**src/design/sbfr_pkg.sv**
```systemverilog
`timescale 1ns / 1ps

package sbfr_pkg;

    // Operation codes of an input word
    localparam logic OP_BYTE = 1'b0;
    localparam logic OP_TICK = 1'b1;

    // Event codes of a result word
    localparam logic [1:0] EV_NONE   = 2'd0;
    localparam logic [1:0] EV_DATA   = 2'd1;
    localparam logic [1:0] EV_QUERY  = 2'd2;
    localparam logic [1:0] EV_STATUS = 2'd3;

    // Framing bytes
    localparam logic [7:0] START_DATA   = 8'h7F;
    localparam logic [7:0] START_STATUS = 8'h06;
    localparam logic [7:0] END_MARK     = 8'hF7;

    // Payload that marks a sensor query: "IRSEN"
    localparam logic [7:0] QUERY_B0 = 8'h49;
    localparam logic [7:0] QUERY_B1 = 8'h52;
    localparam logic [7:0] QUERY_B2 = 8'h53;
    localparam logic [7:0] QUERY_B3 = 8'h45;
    localparam logic [7:0] QUERY_B4 = 8'h4E;

    localparam logic [15:0] TIMEOUT_RESET = 16'd1855;
    localparam logic [15:0] TICK_MAX      = 16'hFFFF;

    typedef struct packed {
        logic       operation;
        logic [7:0] rx_byte;
    } in_item_t;

    typedef struct packed {
        logic [1:0] event_res;
        logic [7:0] payload_byte0;
        logic [7:0] payload_byte1;
        logic [7:0] payload_byte2;
        logic [7:0] payload_byte3;
        logic [7:0] payload_byte4;
        logic [7:0] status_byte;
    } out_item_t;

endpackage

```
**src/design/seven_byte_frame_receiver_unit.sv**
```systemverilog
`timescale 1ns / 1ps

// Receive-side deframer for a serial link.
// The s_ channel carries input words: either one received byte or one
// microsecond tick, chosen by the operation field. Every accepted byte gives
// exactly one word on the m_ channel (event code, the five stored payload
// bytes and the stored status byte); a tick gives none and only advances the
// elapsed-time counter, which saturates at its top value.
// The cfg_ channel writes the frame timeout in ticks; it is always ready and
// should only be used while no word is in flight.
// Timing: a word is captured in the input register, then parsed and written
// to the result register once the result slot is free, so a byte passes
// both registers before m_valid rises. One word is taken every cycle unless
// a byte waits on a stalled result; the only loop is the parser state.
// When the receiver stalls m_ready, the result is held and the input
// register still takes one further word; ticks keep flowing past a stalled
// result since they need no output slot.
// Synchronous reset clears the valid flags of both registers, the parser
// to idle, the elapsed counter and stores to zero, the timeout to 1855 ticks.

module seven_byte_frame_receiver_unit
    import sbfr_pkg::*;
(
    input  logic        aclk,
    input  logic        aresetn,
    input  logic        s_valid,
    output logic        s_ready,
    input  in_item_t    s_item,
    output logic        m_valid,
    input  logic        m_ready,
    output out_item_t   m_item,
    input  logic        cfg_valid,
    output logic        cfg_ready,
    input  logic [15:0] cfg_data
);

    logic        in_valid_reg, in_valid_next;
    in_item_t    in_item_reg;
    logic        out_valid_reg, out_valid_next;
    out_item_t   out_item_reg;
    logic [15:0] timeout_reg;
    logic        advance;
    logic        is_tick;
    out_item_t   parse_result;

    // The input word moves on when it is a tick, or when the result slot
    // is free or being emptied in this cycle.
    assign is_tick = (in_item_reg.operation == OP_TICK);
    assign advance = in_valid_reg && (is_tick || !out_valid_reg || m_ready);
    assign s_ready = !in_valid_reg || advance;

    assign in_valid_next = s_ready ? s_valid : in_valid_reg;

    always_comb begin
        out_valid_next = out_valid_reg;
        if (m_ready) begin
            out_valid_next = 1'b0;
        end
        if (advance && !is_tick) begin
            out_valid_next = 1'b1;
        end
    end

    sbfr_parser u_parser (
        .aclk          (aclk),
        .aresetn       (aresetn),
        .step_en       (advance),
        .item          (in_item_reg),
        .timeout_ticks (timeout_reg),
        .result        (parse_result)
    );

    always_ff @(posedge aclk) begin
        if (!aresetn) begin
            in_valid_reg  <= 1'b0;
            out_valid_reg <= 1'b0;
            timeout_reg   <= TIMEOUT_RESET;
        end else begin
            in_valid_reg  <= in_valid_next;
            out_valid_reg <= out_valid_next;
            if (cfg_valid) begin
                timeout_reg <= cfg_data;
            end
        end
    end

    // Payload registers carry no reset.
    always_ff @(posedge aclk) begin
        if (s_ready && s_valid) begin
            in_item_reg <= s_item;
        end
        if (advance && !is_tick) begin
            out_item_reg <= parse_result;
        end
    end

    assign cfg_ready = 1'b1;
    assign m_valid   = out_valid_reg;
    assign m_item    = out_item_reg;

    // Reset empties the result slot.
    assert property (@(posedge aclk) !aresetn |=> !m_valid)
        else $error("result valid after reset");

    // A parsed byte always lands in the result register.
    assert property (@(posedge aclk) disable iff (!aresetn)
        (advance && !is_tick) |=> m_valid)
        else $error("parsed byte produced no result");

    // A tick never creates a result.
    assert property (@(posedge aclk) disable iff (!aresetn)
        (advance && is_tick && !out_valid_reg) |=> !m_valid)
        else $error("tick produced a result");

    // A held input word is never overwritten.
    assert property (@(posedge aclk) disable iff (!aresetn)
        (in_valid_reg && !advance) |-> !s_ready)
        else $error("input register overwritten while held");

endmodule

```
**src/design/sbfr_parser.sv**
```systemverilog
`timescale 1ns / 1ps

module sbfr_parser
    import sbfr_pkg::*;
(
    input  logic      aclk,
    input  logic      aresetn,
    input  logic      step_en,
    input  in_item_t  item,
    input  logic [15:0] timeout_ticks,
    output out_item_t result
);

    localparam logic [3:0] ST_IDLE       = 4'd0;
    localparam logic [3:0] ST_PAY1       = 4'd1;
    localparam logic [3:0] ST_PAY2       = 4'd2;
    localparam logic [3:0] ST_PAY3       = 4'd3;
    localparam logic [3:0] ST_PAY4       = 4'd4;
    localparam logic [3:0] ST_PAY5       = 4'd5;
    localparam logic [3:0] ST_END        = 4'd6;
    localparam logic [3:0] ST_STATUS     = 4'd7;
    localparam logic [3:0] ST_STATUS_END = 4'd8;

    logic [3:0]  state_reg,   state_next;
    logic [15:0] elapsed_reg, elapsed_next;
    logic [7:0]  pay_reg [5];
    logic [7:0]  pay_next [5];
    logic [7:0]  status_reg,  status_next;
    logic [1:0]  event_next;
    logic [3:0]  cur_state;
    logic        is_query;

    assign is_query = (pay_reg[0] == QUERY_B0) && (pay_reg[1] == QUERY_B1)
                   && (pay_reg[2] == QUERY_B2) && (pay_reg[3] == QUERY_B3)
                   && (pay_reg[4] == QUERY_B4);

    always_comb begin
        state_next   = state_reg;
        elapsed_next = elapsed_reg;
        pay_next     = pay_reg;
        status_next  = status_reg;
        event_next   = EV_NONE;
        cur_state    = state_reg;
        if (item.operation == OP_TICK) begin
            if (elapsed_reg != TICK_MAX) begin
                elapsed_next = elapsed_reg + 16'd1;
            end
        end else begin
            // An unfinished frame that has run too long is dropped first.
            if (elapsed_reg > timeout_ticks) begin
                cur_state = ST_IDLE;
            end
            case (cur_state)
                ST_PAY1: begin
                    pay_next[0] = item.rx_byte;
                    state_next  = ST_PAY2;
                end
                ST_PAY2: begin
                    pay_next[1] = item.rx_byte;
                    state_next  = ST_PAY3;
                end
                ST_PAY3: begin
                    pay_next[2] = item.rx_byte;
                    state_next  = ST_PAY4;
                end
                ST_PAY4: begin
                    pay_next[3] = item.rx_byte;
                    state_next  = ST_PAY5;
                end
                ST_PAY5: begin
                    pay_next[4] = item.rx_byte;
                    state_next  = ST_END;
                end
                ST_END: begin
                    if (item.rx_byte == END_MARK) begin
                        event_next = is_query ? EV_QUERY : EV_DATA;
                    end
                    state_next = ST_IDLE;
                end
                ST_STATUS: begin
                    status_next = item.rx_byte;
                    state_next  = ST_STATUS_END;
                end
                ST_STATUS_END: begin
                    if (item.rx_byte == END_MARK) begin
                        event_next = EV_STATUS;
                    end
                    state_next = ST_IDLE;
                end
                default: begin
                    // Idle, and any unused code, hunts for a start byte.
                    state_next = ST_IDLE;
                    if (item.rx_byte == START_DATA) begin
                        state_next   = ST_PAY1;
                        elapsed_next = 16'd0;
                    end else if (item.rx_byte == START_STATUS) begin
                        state_next   = ST_STATUS;
                        elapsed_next = 16'd0;
                    end
                end
            endcase
        end
    end

    always_ff @(posedge aclk) begin
        if (!aresetn) begin
            state_reg   <= ST_IDLE;
            elapsed_reg <= 16'd0;
            pay_reg     <= '{default: 8'd0};
            status_reg  <= 8'd0;
        end else if (step_en) begin
            state_reg   <= state_next;
            elapsed_reg <= elapsed_next;
            pay_reg     <= pay_next;
            status_reg  <= status_next;
        end
    end

    assign result.event_res     = event_next;
    assign result.payload_byte0 = pay_next[0];
    assign result.payload_byte1 = pay_next[1];
    assign result.payload_byte2 = pay_next[2];
    assign result.payload_byte3 = pay_next[3];
    assign result.payload_byte4 = pay_next[4];
    assign result.status_byte   = status_next;

endmodule

```
**config.mk**
```make
export PLATFORM = sky130hd
export DESIGN_NAME = seven_byte_frame_receiver_unit
export DESIGN_NICKNAME = d
export VERILOG_FILES = /design/src/design/sbfr_pkg.sv /design/src/design/seven_byte_frame_receiver_unit.sv /design/src/design/sbfr_parser.sv
export SDC_FILE = /design/constraint.sdc
export NUM_CORES = 1
export LEC_CHECK = 0
export ABC_AREA = 0
export BUFFER_PORTS_ARGS = -buffer_cell sky130_fd_sc_hd__buf_4
export CAP_MARGIN = 20
export CORE_MARGIN = 1
export CORE_UTILIZATION = 53
export DETAILED_ROUTE_END_ITERATION = 8
export PLACE_DENSITY = 0.81
export SLEW_MARGIN = 30
export SYNTH_ARGS = -nofsm -noshare
export SYNTH_HDL_FRONTEND = slang
export SYNTH_HIERARCHICAL = 1
export SYNTH_SLANG_ARGS = --single-unit
```
**constraint.sdc**
```tcl
create_clock -name aclk -period 3.51 [get_ports aclk]
set_input_delay 0.351 -clock aclk [delete_from_list [all_inputs] [get_ports aclk]]
set_output_delay 0.351 -clock aclk [all_outputs]
set_load 0.01 [all_outputs]
```
* Word level (Yosys, flattened, before mapping) *
Cells that the tools add are included.

storage, ports and cells
  bits in registers = 145
  input port bits = 30
  word-level logic and storage cells = 85
  output and inout bits = 53

operators by class
  equal/unequal tests = 19
  reductions and logical operators = 19
  magnitude comparators = 1
  $add $sub $neg = 1
  mux-type cells = 24
  bitwise operators = 1

operators with widths
  kind                                                    number
  two-way mux 16 bit                                      5
  two-way mux 8 bit                                       7
  == test 8 x 7 -> 1 bit (second input constant)          6
  two-way mux 40 bit                                      1
  one-hot mux 4 bit (7 select lines)                      1
  adder 16 x 1 -> 16 bit (second input constant)          1
  == test 4 x 3 -> 1 bit (second input constant)          4
  greater-than comparator 16 bit                          1
  inequality test 16 bit (second input constant)          1
  two-way mux 4 bit                                       3
  == test 4 x 2 -> 1 bit (second input constant)          2
  == test 8 x 3 -> 1 bit (second input constant)          1
  == test 8 bit (second input constant)                   1
  OR reduction 8 bit                                      1
  logical AND 1 bit                                       7
  two-way mux 2 bit                                       3
  == test 4 x 1 -> 1 bit (second input constant)          1
  == test 4 bit (second input constant)                   1
  inequality test 2 x 1 -> 1 bit (second input constant)  2
  one-hot mux 2 bit (2 select lines)                      1
  AND reduction 4 bit                                     1
  logical NOT 1 bit                                       3
  logical OR 1 bit                                        3
  two-way mux 3 bit                                       1
  6 further kinds                                         7

* Logic depth before layout (Yosys ltp) *
  depth after elaboration = 8
  depth in mapped cells = 10
  depth with buffers taken out = 8

* Hierarchy *
The synthesis kept the hierarchy.

modules (own cells, without submodules)
  module                          sequential area each (um^2)  area each (um^2)  times used  cells each
  sbfr_parser                     1361.3                       4347.9            1           496
  seven_byte_frame_receiver_unit  2132.0                       2481.1            1           123

* Worst setup path after synthesis *
No wires, ideal clock.

  kind = reg2reg
  start = register in_item_reg (netlist bit is_tick)
  end = register out_item_reg (netlist bit m_item[0]) (enable)
  data required time = 3046 ps
  clock period less this slack = 3263 ps
  buffers on the path = 0
  cell stages (with the launch flop) = 3
  slack = 247 ps
  arrival time = 2799 ps
  setup time = 464 ps
  cells stage by stage = edfxtp_1 -> nand2b_1 -> nor2b_1

between the ends
  word-level cells in the longest chain between the ends = 4
  elaborated cells on any way between the ends = 5
  those cells by class = reduce/logical (5)

ends and longest elaborated chain
  element                         line                                  RTL
  start: declaration              seven_byte_frame_receiver_unit.sv:38  in_item_t in_item_reg;
  start signal: assignment        seven_byte_frame_receiver_unit.sv:90  in_item_reg <= s_item;
  logical OR 1 bit (2 in series)  seven_byte_frame_receiver_unit.sv:49  assign advance = in_valid_reg && (is_tick || !out_valid_reg || m_ready);
  logical AND 1 bit               seven_byte_frame_receiver_unit.sv:49
  logical AND 1 bit *             seven_byte_frame_receiver_unit.sv:92  if (advance && !is_tick) begin
  end signal: assignment          seven_byte_frame_receiver_unit.sv:93  out_item_reg <= parse_result;
  end: declaration                seven_byte_frame_receiver_unit.sv:40  out_item_t out_item_reg;

Every way passes the cells marked *; elsewhere a longest branch is shown, timed or not.
A chain may end at the register's enable or synchronous reset.

==> impl.org <==
** Run status
- The run finished with clean final reports.

** Global routing
- GRT Total Usage :: 0.251
- GR Overflow Total :: 0
- First-pass GRT wire length :: ~25000 um
- Pin count of the biggest net entering global routing :: 70
- The number of antenna violations at the first check in global routing came to 0.
- The number of global-route vias before repair is 5092.

** Floorplanning
- In this run the vertical extent of the chip is around 120 um.
- From left edge to right edge, the die measures 116 um.
- The floorplan step defined a die boundary enclosing between 10000 and 15000 um^2.
- In this run the standard cell core region covers around 13000 um^2.
- IO Pins :: just over 80
- In this run the core area contains 41 standard-cell rows.
- For this configuration, the core starts out at a cell density of 0.543.

** Pwr
- Cell internal power was estimated by the tool at approximately 2.8 mW.
- For this design the ratio of total power to cell area is 446 nW/um^2.
- Of the total power, the clock network draws 0.441.
- Of the total power, registers draw 0.504.
- Across the VDD grid, the largest voltage drop is roughly 0.36 mV.
- Gate power share :: 0.056
- In this run the static leakage power is ~3.2 nW.
- Switch share :: 0.237
- For this design the total switching power over the nets is between 0.8 and 0.9 mW.

** Synthesis
- Number of register bits inferred by synthesis :: 145
- Simple-Gate Fraction of Synth Area :: 0.168
- Fraction of synthesized area in multiplexers :: 0.176
- The mapped netlist covers just under 7000 um^2.
- Synth top area share :: 0.259
- Yosys mapped a number of flops with a built-in enable equal to a little under 60.
- For this run, the number of Yosys warnings is 6.
- Synth cell types :: 57
- The number of nets handed over by synthesis was about 670.
- Share of the synthesized netlist area taken by xor and xnor gates :: 0.00128
- Post-Syn Instances :: between 600 and 700
- By area, the combinational part of the netlist is dominated by multiplexers.
- In the post-synthesis netlist, the biggest area contributors are sky130_fd_sc_hd__edfxtp_1, sky130_fd_sc_hd__dfxtp_1, sky130_fd_sc_hd__mux2i_1.
- Area share of fa/ha/maj cells after synthesis :: 0.0311
- Syn Area/Cell :: around 11 um^2
- The post-synthesis compound-gate area fraction came to 0.0749.
- For this run, the register share of the synthesized area comes to 0.512.
- In the synthesized netlist the dominant register cell turns out to be sky130_fd_sc_hd__dfxtp_1.
- sky130_fd_sc_hd__edfxtp_1 takes more of the synthesized area than any other cell.
- Async set or reset register ratio after synthesis :: 0

** STA
- In this run the tightest slew margin relative to its limit is 0.477.
- At the pin with the least slew margin, the transition time is 0.783 ns.
- Setup slack closes at ~0.13 ns.
- Crit path time final :: about 3.4 ns
- Unrepaired setup endpoints after global routing :: false
- The number of failing hold endpoints at the final stage came to 0.
- Clock skew on the completed layout was measured at approximately 0.0074 ns.
- Number of max-slew violations in the final report :: 0
- In the final timing run, aggregate negative setup slack is 0 ns.
- Across all hold checks on the routed design, the worst slack comes to 0.0998 ns.
- Final critical-path share of the clock period :: 0.964
- Setup-violating endpoint count in the final report :: 0
- Max Freq :: 296 MHz

** Route
- In this run, the number of DRC markers left after iteration 0 of detailed routing was around 450.
- Via density per instance :: about 5.9
- Drt wl/cell :: ~18 um
- DRC viols :: 0
- Via count of the routed design :: approximately 5200
- The count of nets left with antenna violations once routing finished came out at 0.
- The routed design has between 15000 and 20000 um of wire.
- The first TritonRoute pass finished after 5 iterations.

** Critical path
- Worst path required time :: between 3 and 4 ns
- Crit path launch type :: flop
- The worst setup path is captured at a flop.
- Together, buffers and inverters on the worst path number 0.
- Critical path, cell by cell :: ha_1, a21oi_1, o21ai_0, a2111o_1, o31a_1, or4_1, mux2_2
- In this run the worst path has a maximum fanout of 9.
- Worst reg2reg setup slack :: 0.13 ns
- Data arrival at the endpoint of the critical path :: ~3.6 ns
- Top Family by Delay on Critical Path :: compound AO/OA/AOI/OAI gates
- Worst Setup Path Type :: reg -> reg
- Slowest cell on crit path :: sky130_fd_sc_hd__or4_1
- Highest cell delay on the worst timing path :: 0.73 ns

** Clock tree
- Clock root cell :: sky130_fd_sc_hd__clkbuf_16
- The number of hold buffers added after CTS was 0.
- Counting the buffers created by CTS gives 17.
- Counting along the longest clock path gives a buffer depth of 2.
- CTS clock-pin slew for the worst setup and hold paths :: approximately 0.060 ns
- Gates resized during post-CTS repair numbered 0.
- At the later pin of the worst-skew pair, clock insertion delay measures approximately 0.43 ns.
- TritonCTS built the clock tree.
- Total number of H-tree levels :: 4
- After clock tree synthesis, the setup repair step added 0 buffers.
- The clock drives between 100 and 150 sinks.

** Place
- Port Buffer Count :: 81
- Placed wire-length estimate after detailed placement :: about 11000 um
- Final estimated routing congestion in global placement :: between 0.8 and 0.9
- Prior to clock tree synthesis, the placed netlist has a worst setup slack of 0.222 ns.

** Run
- Maxcap violations :: 0

** Layout
- In the final layout, the multi-input gates occupy around 3100 um^2.
- The area growth from synthesis to layout is 18.8%.
- Filler cells :: 938
- Register Area :: roughly 3500 um^2
- Most common library cell in the layout ignoring fill and taps :: sky130_fd_sc_hd__nand2_1
- The register with the most flip-flops in the layout has 50 of them.
- In the layout the commonest cells are sky130_fd_sc_hd__nand2_1, sky130_fd_sc_hd__buf_4, sky130_fd_sc_hd__dfxtp_1, sky130_fd_sc_hd__mux2i_1, sky130_fd_sc_hd__edfxtp_1.
- Fraction of layout instances using a drive strength above 1 :: 0.261
- 0 antenna diodes ended up in the layout.
- Net count, final :: 747

** Min path
- In this run the worst hold path is classified as in -> reg.
stage by stage:
stage / instance area, um^2 / power (mW) / util / cells
4_1_cts: 8120 / 3.64 / 0.646 / 885
5_1_grt: 8120 / 3.74 / 0.646 / 885
2_1_floorplan: 6830 / 1.97 / - / 619
3_3_place_gp: 7600 / 2.05 / 0.604 / 853
3_5_place_dp: 7600 / 2.06 / 0.604 / 853
6_report: 8120 / 3.62 / 0.646 / 885
power by group through the flow:
stage | Sequential, mW | Combinational, mW | Clock [mW]
5_1_grt | 1.83 | 0.222 | 1.69
4_1_cts | 1.82 | 0.201 | 1.61
3_3_place_gp | 1.86 | 0.188 | 0
3_5_place_dp | 1.86 | 0.199 | 0
2_1_floorplan | 1.85 | 0.119 | 0
6_report | 1.83 | 0.202 | 1.60
cell families after synthesis:
family,after synthesis
AND/OR/NAND/NOR,215
flip-flops,145
multiplexers,114
AO/OA/AOI/OAI,71
buffers and inverters,55
adder cells (fa/ha/maj),17
other,1
XOR/XNOR,1
routing by layer:
metal,GRT usage,vias up,share of wire
met5,0,-,0
met4,0.101,0,0.016
met3,0.0769,24,0.073
met2,0.404,217,0.48
met1,0.316,2526,0.43
li1,-,2434,-
synthesized netlist by cell type (all sizes together) (2+ instances only):
cell type	number
nor2	16
and3	2
a221oi	2
nor3	16
nand2b	8
nor4bb	4
o21ai	10
o41ai	2
dfxtp	86
buf	8
or4	4
mux2	49
nand4	8
mux2i	65
o31ai	2
nor4b	2
o21a	3
nor4	14
ha	17
o31a	2
edfxtp	59
o221ai	10
a21boi	5
nand2	102
a311oi	2
inv	24
clkbuf	23
nor2b	14
o311ai	2
nand3	18
a31oi	3
a21oi	21
and4	4
cell type report:
type                       instances  area share
multi-input combinational        419       0.382
clock inverter                    14      0.0111
inverter                          24      0.0111
tap                              172      0.0265
sequential                       145       0.430
clock buffer                      18      0.0529
timing repair buffer              93      0.0860
worst paths after layout:
path / start / cells past startpoint / endpoint
worst max register to register: u_parser/elapsed_reg[7]$_SDFFE_PN0P_ / 7 / m_item[8]$_DFFE_PP_
worst max-delay path: u_parser/elapsed_reg[7]$_SDFFE_PN0P_ / 7 / m_item[8]$_DFFE_PP_
worst min-delay path: s_item[1] / 1 / in_item_reg[1]$_DFFE_PP_
worst min register to register: u_parser/status_reg[7]$_SDFFE_PN0P_ / 2 / u_parser/status_reg[7]$_SDFFE_PN0P_
Power figures use the tool's default switching activity.
